File: config.mk
export PLATFORM = sky130hd
export DESIGN_NAME = md5_hash_engine_top
export DESIGN_NICKNAME = d
export VERILOG_FILES = /design/src/hw/rtl/md5_pkg.sv /design/src/hw/rtl/md5_hash_engine_top.sv
export SDC_FILE = /design/constraint.sdc
export NUM_CORES = 2
export LEC_CHECK = 0
export BUFFER_PORTS_ARGS = -buffer_cell sky130_fd_sc_hd__buf_2
export CAP_MARGIN = 10
export CORE_MARGIN = 1
export CORE_UTILIZATION = 59
export DETAILED_ROUTE_END_ITERATION = 10
export GPL_TIMING_DRIVEN = 0
export PLACE_DENSITY = 0.76
export SYNTH_ARGS = -nofsm -noshare
export SYNTH_HDL_FRONTEND = slang
export SYNTH_SLANG_ARGS = --single-unit
export TNS_END_PERCENT = 5
File: constraint.sdc
create_clock -name clk -period 12.7 [get_ports clk]
set_input_delay 1.27 -clock clk [delete_from_list [all_inputs] [get_ports clk]]
set_output_delay 1.27 -clock clk [all_outputs]
set_load 0.1 [all_outputs]
File: src/hw/rtl/md5_pkg.sv
// md5_pkg: constants shared by the MD5 hash engine RTL.
// Holds the round constant table, rotate amounts and initial chaining values.
// No dependencies.
package md5_pkg;

  typedef logic [31:0] word_t;

  // Initial chaining values A, B, C, D
  localparam word_t IV_A = 32'h67452301;
  localparam word_t IV_B = 32'hefcdab89;
  localparam word_t IV_C = 32'h98badcfe;
  localparam word_t IV_D = 32'h10325476;

  // Word appended after a full final word: the 1 bit in byte 0
  localparam word_t PAD_WORD = 32'h00000080;

  // Per-round additive constants
  localparam word_t SINE_K [64] = '{
    32'hd76aa478, 32'he8c7b756, 32'h242070db, 32'hc1bdceee,
    32'hf57c0faf, 32'h4787c62a, 32'ha8304613, 32'hfd469501,
    32'h698098d8, 32'h8b44f7af, 32'hffff5bb1, 32'h895cd7be,
    32'h6b901122, 32'hfd987193, 32'ha679438e, 32'h49b40821,
    32'hf61e2562, 32'hc040b340, 32'h265e5a51, 32'he9b6c7aa,
    32'hd62f105d, 32'h02441453, 32'hd8a1e681, 32'he7d3fbc8,
    32'h21e1cde6, 32'hc33707d6, 32'hf4d50d87, 32'h455a14ed,
    32'ha9e3e905, 32'hfcefa3f8, 32'h676f02d9, 32'h8d2a4c8a,
    32'hfffa3942, 32'h8771f681, 32'h6d9d6122, 32'hfde5380c,
    32'ha4beea44, 32'h4bdecfa9, 32'hf6bb4b60, 32'hbebfbc70,
    32'h289b7ec6, 32'heaa127fa, 32'hd4ef3085, 32'h04881d05,
    32'hd9d4d039, 32'he6db99e5, 32'h1fa27cf8, 32'hc4ac5665,
    32'hf4292244, 32'h432aff97, 32'hab9423a7, 32'hfc93a039,
    32'h655b59c3, 32'h8f0ccc92, 32'hffeff47d, 32'h85845dd1,
    32'h6fa87e4f, 32'hfe2ce6e0, 32'ha3014314, 32'h4e0811a1,
    32'hf7537e82, 32'hbd3af235, 32'h2ad7d2bb, 32'heb86d391
  };

  // Rotate amounts, indexed by {round group, round[1:0]}
  localparam logic [4:0] ROT_S [16] = '{
    5'd7, 5'd12, 5'd17, 5'd22, 5'd5, 5'd9, 5'd14, 5'd20,
    5'd4, 5'd11, 5'd16, 5'd23, 5'd6, 5'd10, 5'd15, 5'd21
  };

endpackage

File: src/hw/rtl/md5_hash_engine_top.sv
// md5_hash_engine_top: streaming MD5 hash engine, one round unit under a sequencer.
// Depends on md5_pkg for round constants, rotate amounts and initial values.

// A message arrives as little-endian 32-bit words; the word flagged with
// in_tlast ends it and carries 0 to 32 valid bits (bytes in order, bits
// MSB-first within a byte). A non-final word is written into the block buffer
// when taken; the sixteenth of a block also starts a compression: the 64
// rounds through the single round unit, then the chaining add, with
// in_tready low throughout. A final word runs one or two compressions
// plus the padding and length layout steps, and the digest is loaded after
// the last chaining add (later if the previous digest has not yet drained).
// It is loaded into the output register and leaves as two 64-bit words:
// A | B<<32 with tuser 0, then C | D<<32 with tuser 1 and tlast. in_tready
// is high only while the sequencer is idle.
// The next message may start while the digest still waits to be taken.
module md5_hash_engine_top (
  input  logic        clk,
  input  logic        rst_n,
  input  logic        in_tvalid,
  output logic        in_tready,
  input  logic [39:0] in_tdata,   // [31:0] message_word, [37:32] valid_bits, [39:38] zero
  input  logic        in_tlast,   // final_word
  output logic        out_tvalid,
  input  logic        out_tready,
  output logic [63:0] out_tdata,  // [63:0] digest_half
  output logic [0:0]  out_tuser,  // [0] half_index
  output logic        out_tlast   // last_half
);

  // Sequencer states
  localparam logic [2:0] S_IDLE   = 3'd0;
  localparam logic [2:0] S_ROUND  = 3'd1;
  localparam logic [2:0] S_ADD    = 3'd2;
  localparam logic [2:0] S_PAD80  = 3'd3;
  localparam logic [2:0] S_LAYOUT = 3'd4;
  localparam logic [2:0] S_DONE   = 3'd5;

  // Where to continue after a compression
  localparam logic [1:0] RET_IDLE   = 2'd0;
  localparam logic [1:0] RET_PAD80  = 2'd1;
  localparam logic [1:0] RET_LAYOUT = 2'd2;
  localparam logic [1:0] RET_DIGEST = 2'd3;

  logic [2:0]  state_r, state_nxt;
  logic [1:0]  ret_r, ret_nxt;
  logic [5:0]  round_r, round_nxt;
  logic [3:0]  pos_r, pos_nxt;
  logic [63:0] bitcnt_r, bitcnt_nxt;

  md5_pkg::word_t cha_r, chb_r, chc_r, chd_r;
  md5_pkg::word_t cha_nxt, chb_nxt, chc_nxt, chd_nxt;
  md5_pkg::word_t wa_r, wb_r, wc_r, wd_r;
  md5_pkg::word_t wa_nxt, wb_nxt, wc_nxt, wd_nxt;

  md5_pkg::word_t buf_r [16];

  // Single buffer write port plus the layout pass
  logic           wr_en;
  logic [3:0]     wr_addr;
  md5_pkg::word_t wr_data;
  logic           layout_en;

  logic           out_valid_r, out_valid_nxt;
  logic           out_half_r, out_half_nxt;
  logic [127:0]   digest_r;
  logic           digest_load;

  // Input word fields
  md5_pkg::word_t in_word;
  logic [5:0]     in_vbits;
  logic [5:0]     vbits_clamp;
  logic           in_fire;

  assign in_word  = in_tdata[31:0];
  assign in_vbits = in_tdata[37:32];
  assign vbits_clamp = (in_vbits > 6'd32) ? 6'd32 : in_vbits;
  assign in_tready = (state_r == S_IDLE);
  assign in_fire   = in_tvalid && in_tready;

  // Final word: keep valid bits, set the 1 bit just after them
  logic [1:0]     pw_bytes;
  logic [2:0]     pw_off;
  logic [4:0]     pw_sh;
  md5_pkg::word_t pw_low, pw_top, pw_one, pad_word;

  always_comb begin
    pw_bytes = vbits_clamp[4:3];
    pw_off   = vbits_clamp[2:0];
    pw_sh    = {pw_bytes, 3'b000};
    pw_low   = (pw_bytes == 2'd0) ? 32'd0 : ((32'd1 << pw_sh) - 32'd1);
    pw_top   = {24'd0, 8'(16'hff00 >> pw_off)};
    pw_one   = {24'd0, 8'(8'h80 >> pw_off)};
    pad_word = (in_word & pw_low)
             | (((in_word >> pw_sh) & pw_top) << pw_sh)
             | (pw_one << pw_sh);
  end

  // Shared round unit
  logic [1:0]     grp;
  logic [3:0]     msg_idx;
  md5_pkg::word_t f_val, sum_val, new_b;
  logic [4:0]     rot;
  logic [63:0]    rot_wide;

  always_comb begin
    grp = round_r[5:4];
    case (grp)
      2'd0: begin
        f_val   = (wb_r & wc_r) | (~wb_r & wd_r);
        msg_idx = round_r[3:0];
      end
      2'd1: begin
        f_val   = (wb_r & wd_r) | (wc_r & ~wd_r);
        msg_idx = 4'(4'd5 * round_r[3:0] + 4'd1);
      end
      2'd2: begin
        f_val   = wb_r ^ wc_r ^ wd_r;
        msg_idx = 4'(4'd3 * round_r[3:0] + 4'd5);
      end
      default: begin
        f_val   = wc_r ^ (wb_r | ~wd_r);
        msg_idx = 4'(4'd7 * round_r[3:0]);
      end
    endcase
    sum_val  = wa_r + f_val + buf_r[msg_idx] + md5_pkg::SINE_K[round_r];
    rot      = md5_pkg::ROT_S[{grp, round_r[1:0]}];
    rot_wide = {sum_val, sum_val} << rot;
    new_b    = wb_r + rot_wide[63:32];
  end

  // Sequencer
  always_comb begin
    state_nxt   = state_r;
    ret_nxt     = ret_r;
    round_nxt   = round_r;
    pos_nxt     = pos_r;
    bitcnt_nxt  = bitcnt_r;
    cha_nxt     = cha_r;
    chb_nxt     = chb_r;
    chc_nxt     = chc_r;
    chd_nxt     = chd_r;
    wa_nxt      = wa_r;
    wb_nxt      = wb_r;
    wc_nxt      = wc_r;
    wd_nxt      = wd_r;
    wr_en       = 1'b0;
    wr_addr     = pos_r;
    wr_data     = in_word;
    layout_en   = 1'b0;
    digest_load = 1'b0;

    unique case (state_r)
      S_IDLE: begin
        if (in_fire) begin
          wr_en   = 1'b1;
          pos_nxt = pos_r + 4'd1;
          if (!in_tlast) begin
            bitcnt_nxt = bitcnt_r + 64'd32;
            ret_nxt    = RET_IDLE;
          end else begin
            bitcnt_nxt = bitcnt_r + {58'd0, vbits_clamp};
            if (vbits_clamp != 6'd32) begin
              wr_data = pad_word;
            end
            ret_nxt = (vbits_clamp == 6'd32) ? RET_PAD80 : RET_LAYOUT;
          end
          // Block full: compress; else a final word goes on with the final steps
          if (pos_r == 4'd15) begin
            state_nxt = S_ROUND;
          end else if (in_tlast) begin
            state_nxt = (vbits_clamp == 6'd32) ? S_PAD80 : S_LAYOUT;
          end
        end
      end
      S_PAD80: begin
        wr_en   = 1'b1;
        wr_data = md5_pkg::PAD_WORD;
        pos_nxt = pos_r + 4'd1;
        ret_nxt = RET_LAYOUT;
        state_nxt = (pos_r == 4'd15) ? S_ROUND : S_LAYOUT;
      end
      S_LAYOUT: begin
        if (pos_r == 4'd15) begin
          // No room for the length: zero the last word, run an extra block
          wr_en     = 1'b1;
          wr_addr   = 4'd15;
          wr_data   = '0;
          pos_nxt   = 4'd0;
          ret_nxt   = RET_LAYOUT;
        end else begin
          layout_en = 1'b1;
          ret_nxt   = RET_DIGEST;
        end
        state_nxt = S_ROUND;
      end
      S_ROUND: begin
        wa_nxt    = wd_r;
        wd_nxt    = wc_r;
        wc_nxt    = wb_r;
        wb_nxt    = new_b;
        round_nxt = round_r + 6'd1;
        if (round_r == 6'd63) begin
          state_nxt = S_ADD;
        end
      end
      S_ADD: begin
        cha_nxt = cha_r + wa_r;
        chb_nxt = chb_r + wb_r;
        chc_nxt = chc_r + wc_r;
        chd_nxt = chd_r + wd_r;
        unique case (ret_r)
          RET_IDLE:   state_nxt = S_IDLE;
          RET_PAD80:  state_nxt = S_PAD80;
          RET_LAYOUT: state_nxt = S_LAYOUT;
          default:    state_nxt = S_DONE;
        endcase
      end
      S_DONE: begin
        // Wait for the previous digest to drain, then load the digest and restart the chain
        if (!out_valid_r) begin
          digest_load = 1'b1;
          cha_nxt     = md5_pkg::IV_A;
          chb_nxt     = md5_pkg::IV_B;
          chc_nxt     = md5_pkg::IV_C;
          chd_nxt     = md5_pkg::IV_D;
          pos_nxt     = 4'd0;
          bitcnt_nxt  = '0;
          state_nxt   = S_IDLE;
        end
      end
      default: begin
        state_nxt = S_IDLE;
      end
    endcase

    // Load the working words from the chain when a compression starts
    if (state_r != S_ROUND && state_nxt == S_ROUND) begin
      round_nxt = '0;
      wa_nxt    = cha_r;
      wb_nxt    = chb_r;
      wc_nxt    = chc_r;
      wd_nxt    = chd_r;
    end
  end

  // Control and chaining registers
  always_ff @(posedge clk) begin
    if (!rst_n) begin
      state_r  <= S_IDLE;
      ret_r    <= RET_IDLE;
      round_r  <= '0;
      pos_r    <= '0;
      bitcnt_r <= '0;
      cha_r    <= md5_pkg::IV_A;
      chb_r    <= md5_pkg::IV_B;
      chc_r    <= md5_pkg::IV_C;
      chd_r    <= md5_pkg::IV_D;
    end else begin
      state_r  <= state_nxt;
      ret_r    <= ret_nxt;
      round_r  <= round_nxt;
      pos_r    <= pos_nxt;
      bitcnt_r <= bitcnt_nxt;
      cha_r    <= cha_nxt;
      chb_r    <= chb_nxt;
      chc_r    <= chc_nxt;
      chd_r    <= chd_nxt;
    end
  end

  // Working words
  always_ff @(posedge clk) begin
    wa_r <= wa_nxt;
    wb_r <= wb_nxt;
    wc_r <= wc_nxt;
    wd_r <= wd_nxt;
  end

  // Block buffer: word writes, and the layout pass (zeros, then the length)
  always_ff @(posedge clk) begin
    for (int i = 0; i < 16; i++) begin
      if (layout_en) begin
        if (i == 14) begin
          buf_r[i] <= bitcnt_r[31:0];
        end else if (i == 15) begin
          buf_r[i] <= bitcnt_r[63:32];
        end else if (4'(i) >= pos_r) begin
          buf_r[i] <= '0;
        end
      end else if (wr_en && wr_addr == 4'(i)) begin
        buf_r[i] <= wr_data;
      end
    end
  end

  // Output register: two digest words
  always_comb begin
    out_valid_nxt = out_valid_r;
    out_half_nxt  = out_half_r;
    if (digest_load) begin
      out_valid_nxt = 1'b1;
      out_half_nxt  = 1'b0;
    end else if (out_valid_r && out_tready) begin
      if (out_half_r) begin
        out_valid_nxt = 1'b0;
      end else begin
        out_half_nxt = 1'b1;
      end
    end
  end

  always_ff @(posedge clk) begin
    if (!rst_n) begin
      out_valid_r <= 1'b0;
      out_half_r  <= 1'b0;
    end else begin
      out_valid_r <= out_valid_nxt;
      out_half_r  <= out_half_nxt;
    end
  end

  always_ff @(posedge clk) begin
    if (digest_load) begin
      digest_r <= {chd_r, chc_r, chb_r, cha_r};
    end
  end

  assign out_tvalid   = out_valid_r;
  assign out_tdata    = out_half_r ? digest_r[127:64] : digest_r[63:0];
  assign out_tuser[0] = out_half_r;
  assign out_tlast    = out_half_r;

`ifndef NO_ASSERTIONS
  // Last round always hands over to the chaining add
  assert property (@(posedge clk) disable iff (!rst_n)
    (state_r == S_ROUND && round_r == 6'd63) |=> (state_r == S_ADD))
    else $error("round 63 not followed by chaining add");

  // First digest word taken: second one follows at once
  assert property (@(posedge clk) disable iff (!rst_n)
    (out_tvalid && out_tready && !out_tuser[0]) |=> (out_tvalid && out_tuser[0]))
    else $error("second digest word missing");

  // Length layout always starts a compression at round zero
  assert property (@(posedge clk) disable iff (!rst_n)
    (state_r == S_LAYOUT) |=> (state_r == S_ROUND && round_r == 6'd0))
    else $error("layout did not start a compression");

  // Digest hand-off restarts the message state
  assert property (@(posedge clk) disable iff (!rst_n)
    (state_r == S_DONE && !out_valid_r) |=>
      (pos_r == 4'd0 && bitcnt_r == 64'd0 && cha_r == md5_pkg::IV_A))
    else $error("message state not restarted after digest");

  // No word is taken while a compression is running
  assert property (@(posedge clk) disable iff (!rst_n)
    (state_r == S_ROUND) |-> !in_tready)
    else $error("input ready during compression");
`endif

endmodule

# Word-level counts from Yosys, hierarchy flattened
# Memories as Yosys holds them, arrays and structs flattened.
# Cells that the tools add are included.
[word_totals]
output_inout_bits = 68
memories = 3
rom_bits = 2128
ff_bits = 465
mem_bits_rw = 512
elab_cells = 339
[mem_list]
columns = ["name", "words", "width", "rd", "rd_ports_with_merged_regs", "write_ports", "line", "text"]
rows = [
  ["(no name shown)", 64, 32, 1, 0, 0, "md5_hash_engine_top.sv:125", "sum_val = wa_r + f_val + buf_r[msg_idx] + md5_pkg::SINE_K[round_r];"],
  ["buf_r", 16, 32, 1, 0, 16, "md5_hash_engine_top.sv:55", "md5_pkg::word_t buf_r [16];"],
  ["(no name shown)", 16, 5, 1, 0, 0, "md5_hash_engine_top.sv:126", "rot = md5_pkg::ROT_S[{grp, round_r[1:0]}];"],
]
[op_classes]
n_shift = 7
n_reduce_logical = 38
n_mux = 172
magnitude_cmp = 17
n_eq_ne = 33
n_mul = 3
n_bitwise = 35
add_sub_neg = 15
[ops]
columns = ["cell", "n"]
rows = [
  ["2-to-1 mux 32 bit", 35],
  ["adder 32 bit", 8],
  ["2-to-1 mux 64 bit", 4],
  ["one-hot mux 32 bit (2 select lines)", 4],
  ["one-hot mux 32 bit (3 select lines)", 2],
  ["AND 32 bit", 5],
  ["bitwise OR 32 bit", 5],
  ["one-hot mux 64 bit (2 select lines)", 1],
  ["2-to-1 mux 1 bit", 102],
  ["XOR 32 bit", 3],
  ["adder 64 x 6 -> 64 bit", 1],
  ["adder 64 x 6 -> 64 bit (second input constant)", 1],
  ["NOT 32 bit", 2],
  ["<< shifter 64 x 5 -> 64 bit", 1],
  ["equality test 4 bit (second input constant)", 9],
  ["AND 32 x 8 -> 32 bit", 1],
  ["<< shifter 1 x 5 -> 32 bit (first input constant)", 1],
  ["<< shifter 32 x 5 -> 32 bit", 1],
  ["<< shifter 8 x 5 -> 32 bit", 1],
  [">> shifter 32 x 5 -> 32 bit", 1],
  ["subtractor 32 x 1 -> 32 bit (second input constant)", 1],
  ["greater-or-equal comparator 4 bit (first input constant)", 6],
  ["2-to-1 mux 3 bit", 7],
  ["2-to-1 mux 4 bit", 5],
  ["other kinds (50)", 113],
]

# Logic depth before layout (Yosys ltp)
[depth]
ltp_word = 13
depth_mapped = 47

# Least setup slack after synthesis
# OpenSTA, ideal clock, no wires.
[synth_timing]
path_kind = "reg2reg"
start = "register round_r[2]"
end = "register wb_r[30], data pin"
arrival_time_ns = 10.387
t_required_ns = 12.432
setup_slack_ns = 2.044
stages_incl_launch_ff = 43
setup_time_ns = 0.268
path_buffers = 5
path_cell_list = "dfxtp_1 > inv_2 > clkbuf_1 > clkbuf_1 > fa_1 > inv_1 > ha_1 > mux4_2 > clkbuf_1 > clkbuf_1 > clkbuf_1 > a211oi_1 > a21oi_1 > fa_1 > inv_1 > fa_1 > inv_1 > ha_1 > (+7 left out) > and2_1 > a211oi_1 > a21oi_1 > mux2_2 > ha_1 > fa_1 > a21oi_1 > o21ai_1 > a21oi_1 > o41ai_2 > a221oi_1 > o21ai_1 > a41oi_1 > a21oi_1 > nor4_1 > o41ai_1 > xnor2_1 > o21ai_0"
[synth_between]
elab_chain_len = 10
[synth_rtl]
columns = ["item", "line", "text"]
rows = [
  ["start: declaration", "md5_hash_engine_top.sv:46", "logic [5:0] round_r, round_nxt;"],
  ["start signal: assignment", "md5_hash_engine_top.sv:261", "round_r <= round_nxt;"],
  ["multiplier 2 x 4 -> 4 bit or multiplier 3 x 4 -> 4 bit (tied branches)", "md5_hash_engine_top.sv:118, md5_hash_engine_top.sv:114", ""],
  ["adder 4 x 3 -> 4 bit or adder 4 x 1 -> 4 bit (tied branches)", "md5_hash_engine_top.sv:118, md5_hash_engine_top.sv:114", ""],
  ["one-hot mux 4 bit (3 select lines)", "md5_hash_engine_top.sv:107", "case (grp)"],
  ["memory (16 x 32 bit)", "-", ""],
  ["adder 32 bit (2 in series)", "md5_hash_engine_top.sv:125", ""],
  ["<< shifter 64 x 5 -> 64 bit", "md5_hash_engine_top.sv:127", "rot_wide = {sum_val, sum_val} << rot;"],
  ["adder 32 bit", "md5_hash_engine_top.sv:128", "new_b = wb_r + rot_wide[63:32];"],
  ["2-to-1 mux 32 bit", "md5_hash_engine_top.sv:152", "unique case (state_r)"],
  ["2-to-1 mux 32 bit *", "md5_hash_engine_top.sv:237", "if (state_r != S_ROUND && state_nxt == S_ROUND) begin"],
  ["net wb_nxt[30]", "md5_hash_engine_top.sv:53", "md5_pkg::word_t wa_nxt, wb_nxt, wc_nxt, wd_nxt;"],
  ["end signal: assignment", "md5_hash_engine_top.sv:274", "wb_r <= wb_nxt;"],
  ["end: declaration", "md5_hash_engine_top.sv:52", "md5_pkg::word_t wa_r, wb_r, wc_r, wd_r;"],
]
# Mark *: on every way through the listed nets, which the timed path passes. The rest lies on a longest branch. The select of a mux whose other input is x is not followed.
# A chain may end at the register's enable or synchronous reset.

# Worst setup path in the final report
[layout_timing]
start = "register round_r[5]"
end = "register wb_r[31], data pin"
[layout_between]
elab_chain_len = 9
[layout_rtl]
columns = ["item", "line"]
rows = [
  ["equality test 2 bit (tied with other cells)", "md5_hash_engine_top.sv:107"],
  ["one-hot mux 32 bit (3 select lines) (tied with other cells)", "md5_hash_engine_top.sv:107"],
  ["adder 32 bit (tied with other cells)", "md5_hash_engine_top.sv:125"],
  ["adder 32 bit or 2-to-1 mux 32 bit (tied branches)", "md5_hash_engine_top.sv:125"],
  ["adder 32 bit", "md5_hash_engine_top.sv:125"],
  ["<< shifter 64 x 5 -> 64 bit", "md5_hash_engine_top.sv:127"],
  ["adder 32 bit", "md5_hash_engine_top.sv:128"],
  ["2-to-1 mux 32 bit", "md5_hash_engine_top.sv:152"],
  ["2-to-1 mux 32 bit *", "md5_hash_engine_top.sv:237"],
  ["net wb_nxt[31]", "md5_hash_engine_top.sv:53"],
]
# Marks and branches as above.

==> results.txt <==
Area of the core - 100400 sq um
Pleak - 0.02566 uW
Flops & latches, synth - 977
Number of synthesized flops with an enable pin - 768
Worst Setup End Kind - register
Slowest stage cell, crit path - clkbuf_1
CTS buffer count - 101
CP Class - reg2reg
Total Nets Final - 6801
Crit path time final - 12.58 ns
Worst Path Max Fanout - 10
Clk_lat worst skew - 0.75 ns
I/O Pins - 113
Final hold viol count - 0
Yosys cell types - 92
Tot Pwr - 20180 uW
Row Count - 116
Fin cells - 7896
Antenna Nets Post-Route - 0
Worst path top cell family by delay - compound AO/OA/AOI/OAI gates
Least-Margin Pin Slew - 1.413 ns
Reg area - 27250 sq um
Synth top area cells - edfxtp_1 (38%), dfxtp_1 (7.0%), mux2_2 (5.7%)
Clock sinks - 977
Fillers - 7978
GR Util met3 - 0.09583
GP Congestion - 1.052
Peak VDD IR - 0.2394 mV
Max Clock Skew - 0.06278 ns
Tcrit/Tclk final - 0.9904
Drt pass-1 iters - 9
Synth Warn # - 0
Number of global-route vias before repair - 49.62k
Clock Tree Buf Depth - 3
Max-slew violation count - 0
First-pass GRT wire length - 333000 um
RSZ-0062 raised after global routing - no
CP Depth - 38
CTS tree - done
Die W - 321.0 um
Max-cap viol count - 0
Post-DP HPWL - 175800 um
Post-Synthesis Cells - 6207
Met1 GRT Util - 0.5286
Startpoint Class - register
IO Port Bufs - 110
Area leader, netlist - edfxtp_1
Final setup fails - 0
Drt initial violations - 7008
Netlist Area Pre-Place - 60050 sq um
Hold depth - 0
Layout cells sized above 1 - 0.1177
GR peak layer - met2
WP data arrival - 13.02 ns
Top cell type's share of synthesized area - 0.3840
Synth Area per Inst - 9.675 sq um
Status - completed
Die area - 103100 sq um
Register area share after synthesis - 0.4537
Initial antenna violation count - 9
Die Y - 321.0 um
Vias per std cell - 6.672
R2r worst-path depth - 38
Largest net degree at the start of global routing - 73
DR vias - 52.68k
P&R area growth vs syn - 10.98%
Worst endpoint required time - 13.14 ns
Placed cells - 7696
Clock H-tree levels - 3
Max Fclk - 79.50 MHz
Global router's overall resource usage - 0.4462
CP peak stage delay - 0.83 ns
Routed wire per std cell - 29.62 um
PD cells - 302.7 nW/um^2
Multi-input gate area - 30900 sq um
Total routed wirelength - 233900 um
Initial Utilization - 0.5979
Met2 GRT Util - 0.7056
Worst-path clk slew - 0.06 ns
HP Class - reg2reg
Top FF cell, synth - edfxtp_1
Worst Path Buf+Inv - 8
FFs w/ async S/R, synth - 0
Overflow after GRT - 0
Synth Net Count - 6559
Worst slew margin - 0.05769
Post-route DRC violation count - 0
Root Buffer - clkbuf_16
## registers in the layout (all words and copies together) (netlist names)
register    count
chc_r          32
chd_r          32
out_tvalid      1
chb_r          32
cha_r          32
wc_r           32
ret_r           2
out_tlast       1
wd_r           32
buf_r         512
round_r         6
state_r         3
digest_r      128
pos_r           4
wb_r           32
wa_r           32
bitcnt_r       64
## path summary, 6_finish.rpt
path | from | to | slack, ns
worst max-delay path | round_r[5]$_SDFFE_PP0P_ | wb_r[31]$_DFFE_PP_ | 0.12
worst min register to register | chc_r[25]$_SDFFE_PN0P_ | digest_r[89]$_DFFE_PP_ | 0.49
worst min-delay path | chc_r[25]$_SDFFE_PN0P_ | digest_r[89]$_DFFE_PP_ | 0.49
worst max register to register | round_r[5]$_SDFFE_PP0P_ | wb_r[31]$_DFFE_PP_ | 0.12
## per-stage QoR
step / setup slack (ns) / TNS (ns) / utilization / instance area [sq um] / hold WS (ns)
global placement: -2.248 / -29.94 / 0.6203 / 62300 / 0.4702
global route: 0.0002327 / 0 / 0.6634 / 66630 / 0.4994
finish: 0.1221 / 0 / 0.6635 / 66640 / 0.4909
detailed placement: -1.860 / -20.52 / 0.6262 / 62900 / 0.4771
CTS: 0.0003562 / 0 / 0.6611 / 66390 / 0.4902
floorplan: 2.044 / 0 / - / 60050 / 0.4478
## where the power goes
part / switching (uW) / leakage, uW / internal, uW / total, uW
Sequential: 454 / 0.00861 / 4020 / 4470
Combinational: 7730 / 0.0154 / 4950 / 12700
Clock: 1340 / 0.00163 / 1690 / 3030
Total: 9520 / 0.0257 / 10700 / 20200
## cell families (layout without fill, tap and decap cells)
family | after synthesis | count (layout) | synth area share
AOI/OAI and AO/OA | 1533 | 1533 | 0.1576
xor gates and xnor gates | 246 | 246 | 0.03644
adders and majority gates | 307 | 307 | 0.07309
buffers and inverters | 586 | 912 | 0.03767
DFF | 977 | 977 | 0.4537
muxes | 524 | 524 | 0.09535
other | 0 | 6 | 0
and+or+nand+nor | 2034 | 2034 | 0.1461
## cells in the final DEF, fill, tap and decap left out, drive strengths merged, types with 50 or more instances in the layout
cell	n
nor2	867
nand2	613
a21oi	419
o21ai	444
buf	224
xnor2	123
mux2i	212
a31oi	73
clkbuf	441
nor3	172
a22oi	50
dfxtp	209
xor2	123
mux2	304
inv	198
ha	234
a211oi	137
fa	73
a21o	89
nand3	109
edfxtp	768
## final cells by class
class | count | share of cell area
Clock inverter | 47 | 0.007679
Inverter | 199 | 0.01128
Antenna cell | 6 | 0.0002253
Clock buffer | 140 | 0.04275
Sequential cell | 977 | 0.4090
Multi-Input combinational cell | 4644 | 0.4637
Tap cell | 1357 | 0.02548
Buffer | 384 | 0.02341
Timing Repair Buffer | 142 | 0.01656
## worst register-to-register path: cells and delay by family (launching register included)
family                     cells  cell delay (ns)
muxes                          1             0.18
buffers and inverters          8             3.58
and+or+nand+nor                3             0.59
adders and majority gates      5             2.20
DFF                            1             0.31
AOI/OAI and AO/OA             21             5.44
## routing by layer
metal  vias to the layer above  part of all wire
met5                         -           0.00017
met4                         6             0.094
met3                       931              0.10
met2                      3483              0.45
met1                     25290              0.35
li1                      22970                 -
## what timing repair did
item / CTS / global route
pin swaps: 1 / 1
hold buffers: 0 / 0
setup buffers: 1 / 5
gates resized for setup: 39 / 67
cloned: 0 / 0
setup endpoints to repair: 22 / 10
## Yosys cell counts (all sizes together), types with 34 or more instances
library cell  count
o21a             47
o22ai            39
o21ai           444
a31oi            73
a211oi          137
nand2           613
xnor2           123
nor2            867
nand3           109
a21o             89
o211ai           38
clkbuf          301
nor2b            43
ha              234
fa               73
a21oi           419
mux2i           212
xor2            123
or3              34
a22oi            50
inv             195
nor3b            36
nand2b           43
dfxtp           209
nor3            172
buf              86
mux2            304
edfxtp          768
Note: power is estimated with default switching activity, not from simulation.
